[src/rtl/whra_pkg.sv]
`timescale 1ns / 1ps
// ----------------------------------------------------------------------------
// whra_pkg: shared types and constants for the windowed heart-rate average
// Beat and result payload structs, command and run-mode codes, bpm scale.
// ----------------------------------------------------------------------------
package whra_pkg;

  // Command codes carried in the func field
  typedef enum logic [1:0] {
    FN_BEAT   = 2'd0,
    FN_START  = 2'd1,
    FN_CANCEL = 2'd2,
    FN_RESET  = 2'd3
  } func_e;

  // Run mode as reported on the result
  typedef enum logic [1:0] {
    MODE_IDLE       = 2'd0,
    MODE_COLLECTING = 2'd1,
    MODE_CANCELLED  = 2'd2,
    MODE_DONE       = 2'd3
  } run_mode_e;

  // 60000 ms per minute times 256 for the 16.8 format
  localparam logic [23:0] BPM_SCALE   = 24'd15360000;
  localparam logic [23:0] BPM_MAX     = 24'hFFFFFF;
  localparam logic [31:0] WINDOW_RST  = 32'd15000;

  typedef struct packed {
    logic [1:0]  func;
    logic [31:0] timestamp;
  } whra_in_t;

  typedef struct packed {
    logic [1:0]  mode;
    logic [23:0] bpm_q8;
    logic [6:0]  intervals_counted;
    logic        zero_total;
  } whra_out_t;

endpackage

[src/rtl/windowed_heart_rate_average.sv]
`timescale 1ns / 1ps
// An accepted item's result is registered and shows in the cycle after it is
// taken, except for a beat that ends a run with intervals and a non-zero sum,
// which passes SQ_MUL, SQ_ADD, SQ_DIV (bit-serial restoring divider, one bit a
// cycle) and SQ_WB. Throughput: one item per cycle for plain beats and commands;
// none is taken while that sequence runs or while the result register is full.
// Reset (rst_ni low) clears run state and output valid, and sets a 15000 ms window.
// ----------------------------------------------------------------------------
// windowed_heart_rate_average
// Averages beat intervals over a time window and reports bpm in 16.8 format.
// ----------------------------------------------------------------------------
module windowed_heart_rate_average #(
  parameter int unsigned INTERVAL_LIMIT = 64
) (
  input  logic                clk_i,
  input  logic                rst_ni,
  input  logic                in_valid_i,
  output logic                in_ready_o,
  input  whra_pkg::whra_in_t  in_data_i,
  output logic                out_valid_o,
  input  logic                out_ready_i,
  output whra_pkg::whra_out_t out_data_o,
  input  logic                cfg_we_i,
  input  logic [31:0]         cfg_wdata_i
);
  import whra_pkg::*;

  localparam int unsigned TALLY_W = $clog2(INTERVAL_LIMIT + 1);
  localparam int unsigned EXT_W   = (TALLY_W > 7) ? TALLY_W : 7;
  localparam int unsigned NUM_W   = TALLY_W + 24;
  localparam int unsigned DVD_W   = ((NUM_W > 32) ? NUM_W : 32) + 1;
  localparam int unsigned CNT_W   = $clog2(DVD_W);

  // Sequencer states
  typedef enum logic [4:0] {
    SQ_IDLE = 5'b00001,
    SQ_MUL  = 5'b00010,
    SQ_ADD  = 5'b00100,
    SQ_DIV  = 5'b01000,
    SQ_WB   = 5'b10000
  } seq_state_e;

  seq_state_e seq_q, seq_d;

  // Architectural run state
  logic [31:0]        window_q;
  run_mode_e          mode_q, mode_d;
  logic               anchored_q, anchored_d;
  logic [31:0]        begin_q, begin_d;
  logic [31:0]        prev_q, prev_d;
  logic [TALLY_W-1:0] tally_q, tally_d;
  logic [31:0]        sum_q, sum_d;
  logic [23:0]        bpm_q, bpm_d;
  logic               zflag_q, zflag_d;

  // Divider datapath
  logic [NUM_W-1:0]   prod_q;
  logic [DVD_W-1:0]   dq_q, dq_d;
  logic [31:0]        rem_q, rem_d;
  logic [CNT_W-1:0]   cnt_q, cnt_d;

  // Output register
  logic               out_valid_q, out_valid_d;
  whra_out_t          out_data_q, out_data_d;

  logic               slot_free;
  logic               accept;
  logic               need_div;
  logic [31:0]        elapsed;
  logic [31:0]        gap;
  logic [32:0]        sum_add;
  logic [32:0]        rem_sh;
  logic               rem_ge;
  logic [EXT_W-1:0]   tally_wide;
  logic [EXT_W-1:0]   tally_wide_q;
  logic [23:0]        bpm_sat;

  assign slot_free  = !out_valid_q || out_ready_i;
  assign in_ready_o = (seq_q == SQ_IDLE) && slot_free;
  assign accept     = in_valid_i && in_ready_o;

  assign elapsed = in_data_i.timestamp - begin_q;
  assign gap     = in_data_i.timestamp - prev_q;
  assign sum_add = {1'b0, sum_q} + {1'b0, gap};

  // One restoring step: shift in the next dividend bit, subtract if it fits
  assign rem_sh = {rem_q, dq_q[DVD_W-1]};
  assign rem_ge = rem_sh >= {1'b0, sum_q};

  // Quotient saturation to 24 bits
  assign bpm_sat = (|dq_q[DVD_W-1:24]) ? BPM_MAX : dq_q[23:0];

  assign tally_wide   = EXT_W'(tally_d);
  assign tally_wide_q = EXT_W'(tally_q);

  // Step logic for one accepted item, and the bpm update when the divider ends
  always_comb begin
    mode_d     = mode_q;
    anchored_d = anchored_q;
    begin_d    = begin_q;
    prev_d     = prev_q;
    tally_d    = tally_q;
    sum_d      = sum_q;
    bpm_d      = bpm_q;
    zflag_d    = zflag_q;
    need_div   = 1'b0;
    if (accept) begin
      unique case (func_e'(in_data_i.func))
        FN_BEAT: begin
          if (mode_q == MODE_COLLECTING) begin
            if (!anchored_q) begin
              anchored_d = 1'b1;
              begin_d    = in_data_i.timestamp;
              prev_d     = in_data_i.timestamp;
            end else if (elapsed >= window_q) begin
              // window closed: this beat is not counted
              mode_d = MODE_DONE;
              if (tally_q == '0) begin
                bpm_d   = '0;
                zflag_d = 1'b0;
              end else if (sum_q == '0) begin
                bpm_d   = BPM_MAX;
                zflag_d = 1'b1;
              end else begin
                need_div = 1'b1;
              end
            end else begin
              if (tally_q < TALLY_W'(INTERVAL_LIMIT)) begin
                sum_d   = sum_add[32] ? '1 : sum_add[31:0];
                tally_d = tally_q + TALLY_W'(1);
              end
              prev_d = in_data_i.timestamp;
            end
          end
        end
        FN_START: begin
          if (mode_q == MODE_IDLE) mode_d = MODE_COLLECTING;
        end
        FN_CANCEL: begin
          if (mode_q == MODE_COLLECTING) mode_d = MODE_CANCELLED;
        end
        FN_RESET: begin
          mode_d     = MODE_IDLE;
          anchored_d = 1'b0;
          begin_d    = '0;
          prev_d     = '0;
          tally_d    = '0;
          sum_d      = '0;
          bpm_d      = '0;
          zflag_d    = 1'b0;
        end
        default: ;
      endcase
    end else if (seq_q == SQ_DIV && cnt_q == '0) begin
      // last quotient bit lands this cycle; result is taken in SQ_WB
      bpm_d   = bpm_q;
      zflag_d = 1'b0;
    end else if (seq_q == SQ_WB) begin
      bpm_d   = bpm_sat;
      zflag_d = 1'b0;
    end
  end

  // Sequencer and divider control
  always_comb begin
    seq_d       = seq_q;
    dq_d        = dq_q;
    rem_d       = rem_q;
    cnt_d       = cnt_q;
    out_valid_d = out_valid_q && !out_ready_i;
    out_data_d  = out_data_q;
    unique case (seq_q)
      SQ_IDLE: begin
        if (accept) begin
          if (need_div) begin
            seq_d = SQ_MUL;
          end else begin
            out_valid_d                  = 1'b1;
            out_data_d.mode              = mode_d;
            out_data_d.bpm_q8            = bpm_d;
            out_data_d.intervals_counted = tally_wide[6:0];
            out_data_d.zero_total        = zflag_d;
          end
        end
      end
      SQ_MUL: begin
        seq_d = SQ_ADD;
      end
      SQ_ADD: begin
        // dividend = scale * count + sum / 2, for round to nearest
        dq_d  = DVD_W'(prod_q) + DVD_W'(sum_q[31:1]);
        rem_d = '0;
        cnt_d = CNT_W'(DVD_W - 1);
        seq_d = SQ_DIV;
      end
      SQ_DIV: begin
        rem_d = rem_ge ? 32'(rem_sh - {1'b0, sum_q}) : rem_sh[31:0];
        dq_d  = {dq_q[DVD_W-2:0], rem_ge};
        cnt_d = cnt_q - CNT_W'(1);
        if (cnt_q == '0) seq_d = SQ_WB;
      end
      SQ_WB: begin
        if (slot_free) begin
          out_valid_d                  = 1'b1;
          out_data_d.mode              = mode_q;
          out_data_d.bpm_q8            = bpm_sat;
          out_data_d.intervals_counted = tally_wide_q[6:0];
          out_data_d.zero_total        = 1'b0;
          seq_d                        = SQ_IDLE;
        end
      end
      default: seq_d = SQ_IDLE;
    endcase
  end

  // Control and run state
  always_ff @(posedge clk_i or negedge rst_ni) begin
    if (!rst_ni) begin
      seq_q       <= SQ_IDLE;
      window_q    <= WINDOW_RST;
      mode_q      <= MODE_IDLE;
      anchored_q  <= 1'b0;
      begin_q     <= '0;
      prev_q      <= '0;
      tally_q     <= '0;
      sum_q       <= '0;
      bpm_q       <= '0;
      zflag_q     <= 1'b0;
      out_valid_q <= 1'b0;
    end else begin
      seq_q       <= seq_d;
      mode_q      <= mode_d;
      anchored_q  <= anchored_d;
      begin_q     <= begin_d;
      prev_q      <= prev_d;
      tally_q     <= tally_d;
      sum_q       <= sum_d;
      zflag_q     <= zflag_d;
      out_valid_q <= out_valid_d;
      if (seq_q == SQ_WB && !slot_free) bpm_q <= bpm_q;
      else bpm_q <= bpm_d;
      if (cfg_we_i) window_q <= cfg_wdata_i;
    end
  end

  // Datapath registers, no reset needed
  always_ff @(posedge clk_i) begin
    prod_q     <= NUM_W'(tally_q) * NUM_W'(BPM_SCALE);
    dq_q       <= dq_d;
    rem_q      <= rem_d;
    cnt_q      <= cnt_d;
    out_data_q <= out_data_d;
  end

  assign out_valid_o = out_valid_q;
  assign out_data_o  = out_data_q;

endmodule

[config.mk]
export PLATFORM = sky130hd
export DESIGN_NAME = windowed_heart_rate_average
export DESIGN_NICKNAME = d
export VERILOG_FILES = /design/src/rtl/whra_pkg.sv /design/src/rtl/windowed_heart_rate_average.sv
export SDC_FILE = /design/constraint.sdc
export NUM_CORES = 1
export LEC_CHECK = 0
export BUFFER_PORTS_ARGS = -buffer_cell sky130_fd_sc_hd__buf_2
export CAP_MARGIN = 0
export CORE_MARGIN = 4
export CORE_UTILIZATION = 30
export DETAILED_ROUTE_END_ITERATION = 6
export PLACE_DENSITY_LB_ADDON = 0.1
export SYNTH_ARGS = -nofsm -noshare
export SYNTH_HDL_FRONTEND = slang
export SYNTH_SLANG_ARGS = --single-unit
[constraint.sdc]
create_clock -name clk_i -period 17.2 [get_ports clk_i]
set_input_delay 5.16 -clock clk_i [delete_from_list [all_inputs] [get_ports clk_i]]
set_output_delay 5.16 -clock clk_i [all_outputs]
set_load 0.02 [all_outputs]
---- Word level (Yosys, flattened, before mapping) ----
Cells that the tools add are included.
storage, ports and cells
  bits in registers ....................... 292
  input port bits ......................... 71
  output and inout port bits .............. 36
  logic and storage cells ................. 145
cells by class
  add/sub/neg operators ................... 7
  multiply operators ...................... 1
  order comparisons ....................... 3
  eq/ne operators ......................... 20
  mux-type cells .......................... 71
  reductions and logical operators ........ 24
operators by type and width
  operator               number
  $mux 32                11
  $pmux 32 s2            4
  $mux 24                9
  $mux 34                3
  $sub 32x32->32         3
  $pmux 34 s2            1
  $pmux 33 s2            1
  $pmux 24 s2            1
  $mux 7                 5
  $add 32x32->33         1
  $ge 33x32->1           1
  $add 31x31->32         1
  $ge 32x32->1           1
  $logic_not 32->1       1
  $pmux 5 s5             1
  $mux 5                 4
  $mux 1                 19
  $mul 7x11->18 const B  1
  $ne 2x2->1 const B     9
  $reduce_and 4->1       4
  $pmux 7 s2             1
  $mux 2                 6
  $pmux 6 s2             1
  $reduce_or 9->1        1
  other kinds (23)       36

---- Depth between registers and ports, before layout ----
  depth in word-level cells ............... 11
  gate-level depth with buffers ........... 27

---- Least setup slack after synthesis ----
OpenSTA, ideal clock, no wires.
  kind .................................... in2reg
  start point ............................. input in_data_i[0] in the netlist's numbering
  end point ............................... register out_data_q (netlist bit out_data_o[0]) (enable)
  arrival time ............................ 14.222 ns
  data required time ...................... 16.591 ns
  slack ................................... 2.370 ns
  stages .................................. 22
  cells stage by stage .................... inv_1 ha_1 inv_1 fa_1 a21oi_1 o21ai_1 a41oi_2 o21ai_2 a31oi_2 o22ai_1 o21ai_2 o211ai_2 or4_1 nand3_1 ha_1 a21o_1 a21oi_1 o211ai_1 a21oi_2 nor2_1 and4_1 a2111oi_0
on the way
  cells in the longest elaborated chain, start to end .. 9
RTL lines
  what                        RTL line                            source
  start, declared             windowed_heart_rate_average.sv:19   input whra_pkg::whra_in_t in_data_i,
  $sub 32x32->32              windowed_heart_rate_average.sv:82   assign elapsed = in_data_i.timestamp - begin_q;
  $ge 32x32->1                windowed_heart_rate_average.sv:115  end else if (elapsed >= window_q) begin
  $mux 1                      windowed_heart_rate_average.sv:115
  $mux 1                      windowed_heart_rate_average.sv:111  if (!anchored_q) begin
  $mux 1                      windowed_heart_rate_average.sv:110  if (mode_q == MODE_COLLECTING) begin
  $mux 1                      windowed_heart_rate_average.sv:108  unique case (func_e'(in_data_i.func))
  $mux 1                      windowed_heart_rate_average.sv:107  if (accept) begin
  $ne 2x2->1 (no line)        --
  $reduce_and 4->1 (no line)  --
  end signal, assigned        windowed_heart_rate_average.sv:252  out_data_q <= out_data_d;
  end, declared               windowed_heart_rate_average.sv:64   whra_out_t out_data_q, out_data_d;
Every way passes these cells.
A chain may end at the register's enable or synchronous reset.

---- Final worst setup path ----
  start point ............................. input out_ready_i
  end point ............................... output in_ready_o
on the way
  cells in the longest elaborated chain, start to end .. 2
RTL lines
  what               RTL line                           source
  start, declared    windowed_heart_rate_average.sv:21  input logic out_ready_i,
  $logic_or 1x1->1   windowed_heart_rate_average.sv:78  assign slot_free = !out_valid_q || out_ready_i;
  $logic_and 1x1->1  windowed_heart_rate_average.sv:79  assign in_ready_o = (seq_q == SQ_IDLE) && slot_free;
  end, declared      windowed_heart_rate_average.sv:18  output logic in_ready_o,
Every way passes these cells.

==> results.sh <==
export IMPL_holdWs_ns=0.4844
export IMPL_synth_top_cell_by_area="dfrtp_1"
export IMPL_cp_max_fo=5
export IMPL_ys_ff_latch=292
export IMPL_routed_wl_um=55310
export IMPL_die_w_um=274.4
export IMPL_synth_top_area_share_pct=18.92
export IMPL_irDropWorstVdd_mv=0.1118
export IMPL_final_cell_mix="inv_1 (255), ha_1 (232), o21ai_0 (212)"
export IMPL_ctsHoldBuffers=0
export IMPL_critical_path_class="in -> out"
export IMPL_place_hpwl_um=42430
export IMPL_total_power_mw=3.723
export IMPL_first_global_vias=16910
export IMPL_hold_viol_final=0
export IMPL_antenna_found_initial=0
export IMPL_cts_setup_buffers=0
export IMPL_cts_buffer_depth=3
export IMPL_final_max_slew_viol_count=0
export IMPL_area_delta_synth_final_pct=13.95
export IMPL_postPlaceCellArea_um2=22890
export IMPL_clock_sinks=292
export IMPL_synth_top_family_by_area="compound AO/OA/AOI/OAI gates"
export IMPL_rows=97
export IMPL_slew_headroom_pct=29.54
export IMPL_synthXorXnorAreaFrac_pct=5.223
export IMPL_drv_cap=0
export IMPL_layout_commonest_cell="inv_1"
export IMPL_cts_resized=0
export IMPL_grt_max_degree=72
export IMPL_cp_start_kind="primary input"
export IMPL_critPathTopFamily="simple AND/OR/NAND/NOR gates"
export IMPL_gr_total_overflow=0
export IMPL_ant_nets=0
export IMPL_rsz0062_at_grt="false"
export IMPL_die_y_um=274.4
export IMPL_crit_chain="buf_2, nand2b_1, and2_1, buf_2"
export IMPL_syn_nets=2681
export IMPL_cp_common_cell="buf_2"
export IMPL_start_util_pct=30.36
export IMPL_yosysWarningCount=0
export IMPL_synthTopCellsByArea="dfrtp_1 (19%), edfxtp_1 (15%), ha_1 (14%), o21ai_0 (5.0%), inv_1 (4.5%)"
export IMPL_drc=0
export IMPL_core_area_um2=70150
export IMPL_place_congestion=0.8688
export IMPL_synth_area_um2=21300
export IMPL_fmax_mhz=90.86
export IMPL_synthArstFlopShare_pct=57.88
export IMPL_cp_required_ns=12.04
export IMPL_p_leak_nw=11.57
export IMPL_grt_usage_pct=14.69
export IMPL_clk_pin_slew_worst_paths_ns=0.05
export IMPL_dr_pass1_iters=5
export IMPL_instances_no_fill=3425
export IMPL_synth_edf_count=105
export IMPL_outcome="finished clean"
export IMPL_critPathSlowestCell="nand2b_1"
export IMPL_fin_crit_sh_pct=63.99
export IMPL_synth_distinct_cells=85
export IMPL_vias_per_cell=4.865
export IMPL_synth_compound_area_share_pct=19.95
export IMPL_nets=2777
export IMPL_cts_htree_levels=2
export IMPL_stdcell_area_um2=24270
export IMPL_setup_viol=0
export IMPL_finalSetupTns_ns=0
export IMPL_numCtsBuffers=41
export IMPL_die_area_um2=75320
export IMPL_max_stage_delay_ns=0.22
export IMPL_clk_latency_ns=0.59
export IMPL_min_period_ns=11.01
export IMPL_crit_path_end_kind="output pin"
export IMPL_synth_mux_area_share_pct=3.390
export IMPL_dpl_cell_count=3350
export IMPL_tightestPinTransition_ns=1.057
export IMPL_final_layout_size_suffix_gt1_share_pct=10.54
export IMPL_drt_iter0_markers=823
export IMPL_synthSimpleGateAreaFrac_pct=13.64
export IMPL_arrival_ns=5.85
export IMPL_postSynthAreaPerCell_um2=9.036
export IMPL_diodes=0
export IMPL_finClkSkew_ns=0.03110
export IMPL_ys_seq_area_share_pct=36.40
export IMPL_avgRoutedWirePerCell_um=16.15
export IMPL_netlist_instances=2357
export IMPL_crit_buf_inv=2
export IMPL_port_buffers=106
export IMPL_synth_ff_type="dfrtp_1"
export IMPL_synthAdderAreaFrac_pct=15.60
export IMPL_powerDensity_nw_per_um2=153.4
export IMPL_cts_tree="built"
export IMPL_fillers=7306
export IMPL_grt_first_pass_wirelength_um=90030
export IMPL_ios=107
export IMPL_min_path_type="reg -> reg"
export IMPL_vias=16660
export IMPL_root_buffer="clkbuf_16"
==> layout make-up <==
class / count / area, um^2 / area share (%)
Multi-Input combinational cell: 1742 / 12360 / 50.94
Clock buffer: 52 / 1149 / 4.733
Sequential cell: 292 / 7752 / 31.94
Timing Repair Buffer: 120 / 641.9 / 2.645
Tap cell: 940 / 1176 / 4.846
Clock inverter: 23 / 226.5 / 0.9332
Inverter: 256 / 960.9 / 3.960
==> per-stage QoR <==
step / setup WS [ns] / util, %
floorplan: 2.370 / -
global placement: 5.964 / 32.63
detailed placement: 5.916 / 32.63
CTS: 6.171 / 34.59
global route: 6.089 / 34.59
finish: 6.194 / 34.59
==> metal layers <==
| layer | vias to the layer above | GRT usage, % | routed length (um) |
|---|---|---|---|
| met1 | 7794 | 19.67 | 26470 |
| met5 | - | 0 | 0 |
| met4 | 0 | 3.820 | 1375 |
| li1 | 8552 | - | - |
| met2 | 234 | 24.62 | 25390 |
| met3 | 84 | 2.503 | 2073 |
==> where the power goes <==
group	internal (mW)	switching, mW
Combinational	0.838	1.12
Clock	0.508	0.349
Sequential	0.828	0.0752
==> Yosys cell counts, drive strengths merged (18+ instances only) <==
cell and count:
a211oi 21, a21o 80, a21oi 163, a22oi 19, and3 19, clkbuf 50, dfrtp 161, dfxtp 18
edfxtp 105, fa 21, ha 232, inv 255, mux2 33, mux2i 35, nand2 198, nand2b 30
nand3 37, nand4 18, nor2 174, nor2b 33, nor3 26, o21a 27, o21ai 234, or3 30
xnor2 87, xor2 40
==> registers in the layout (all words and copies together) (netlist names), 7 cells and up <==
signal      cells
begin_q        32
bpm_q          24
dq_q           33
out_data_o     34
prev_q         32
prod_q         18
rem_q          32
sum_q          32
tally_q         7
window_q       32
==> final timing paths <==
check,from,end,slack (ns),cells past startpoint
worst max-delay path,out_ready_i,in_ready_o,6.19,4
worst min-delay path,begin_q[9],begin_q[9],0.48,2
worst max register to register,begin_q[0],bpm_q[8],10.96,22
worst min register to register,begin_q[9],begin_q[9],0.48,2
max in group asynchronous,rst_ni,bpm_q[6],10.66,3
min in group asynchronous,rst_ni,window_q[17],4.50,1
==> tightest hold or removal path: stages (launching register included) <==
cell and delay (ns):
dfrtp_1 0.34, nand2_1 0.04, o21ai_0 0.06
==> logic make-up (layout without fill, tap and decap cells) <==
group	after synthesis	count (layout)
xor+xnor	127	127
simple gates	618	618
fa+ha+maj	253	253
buf+inv	323	451
compound gates	676	676
mux	68	68
flops	292	292
(Power assumes the default switching activity.)
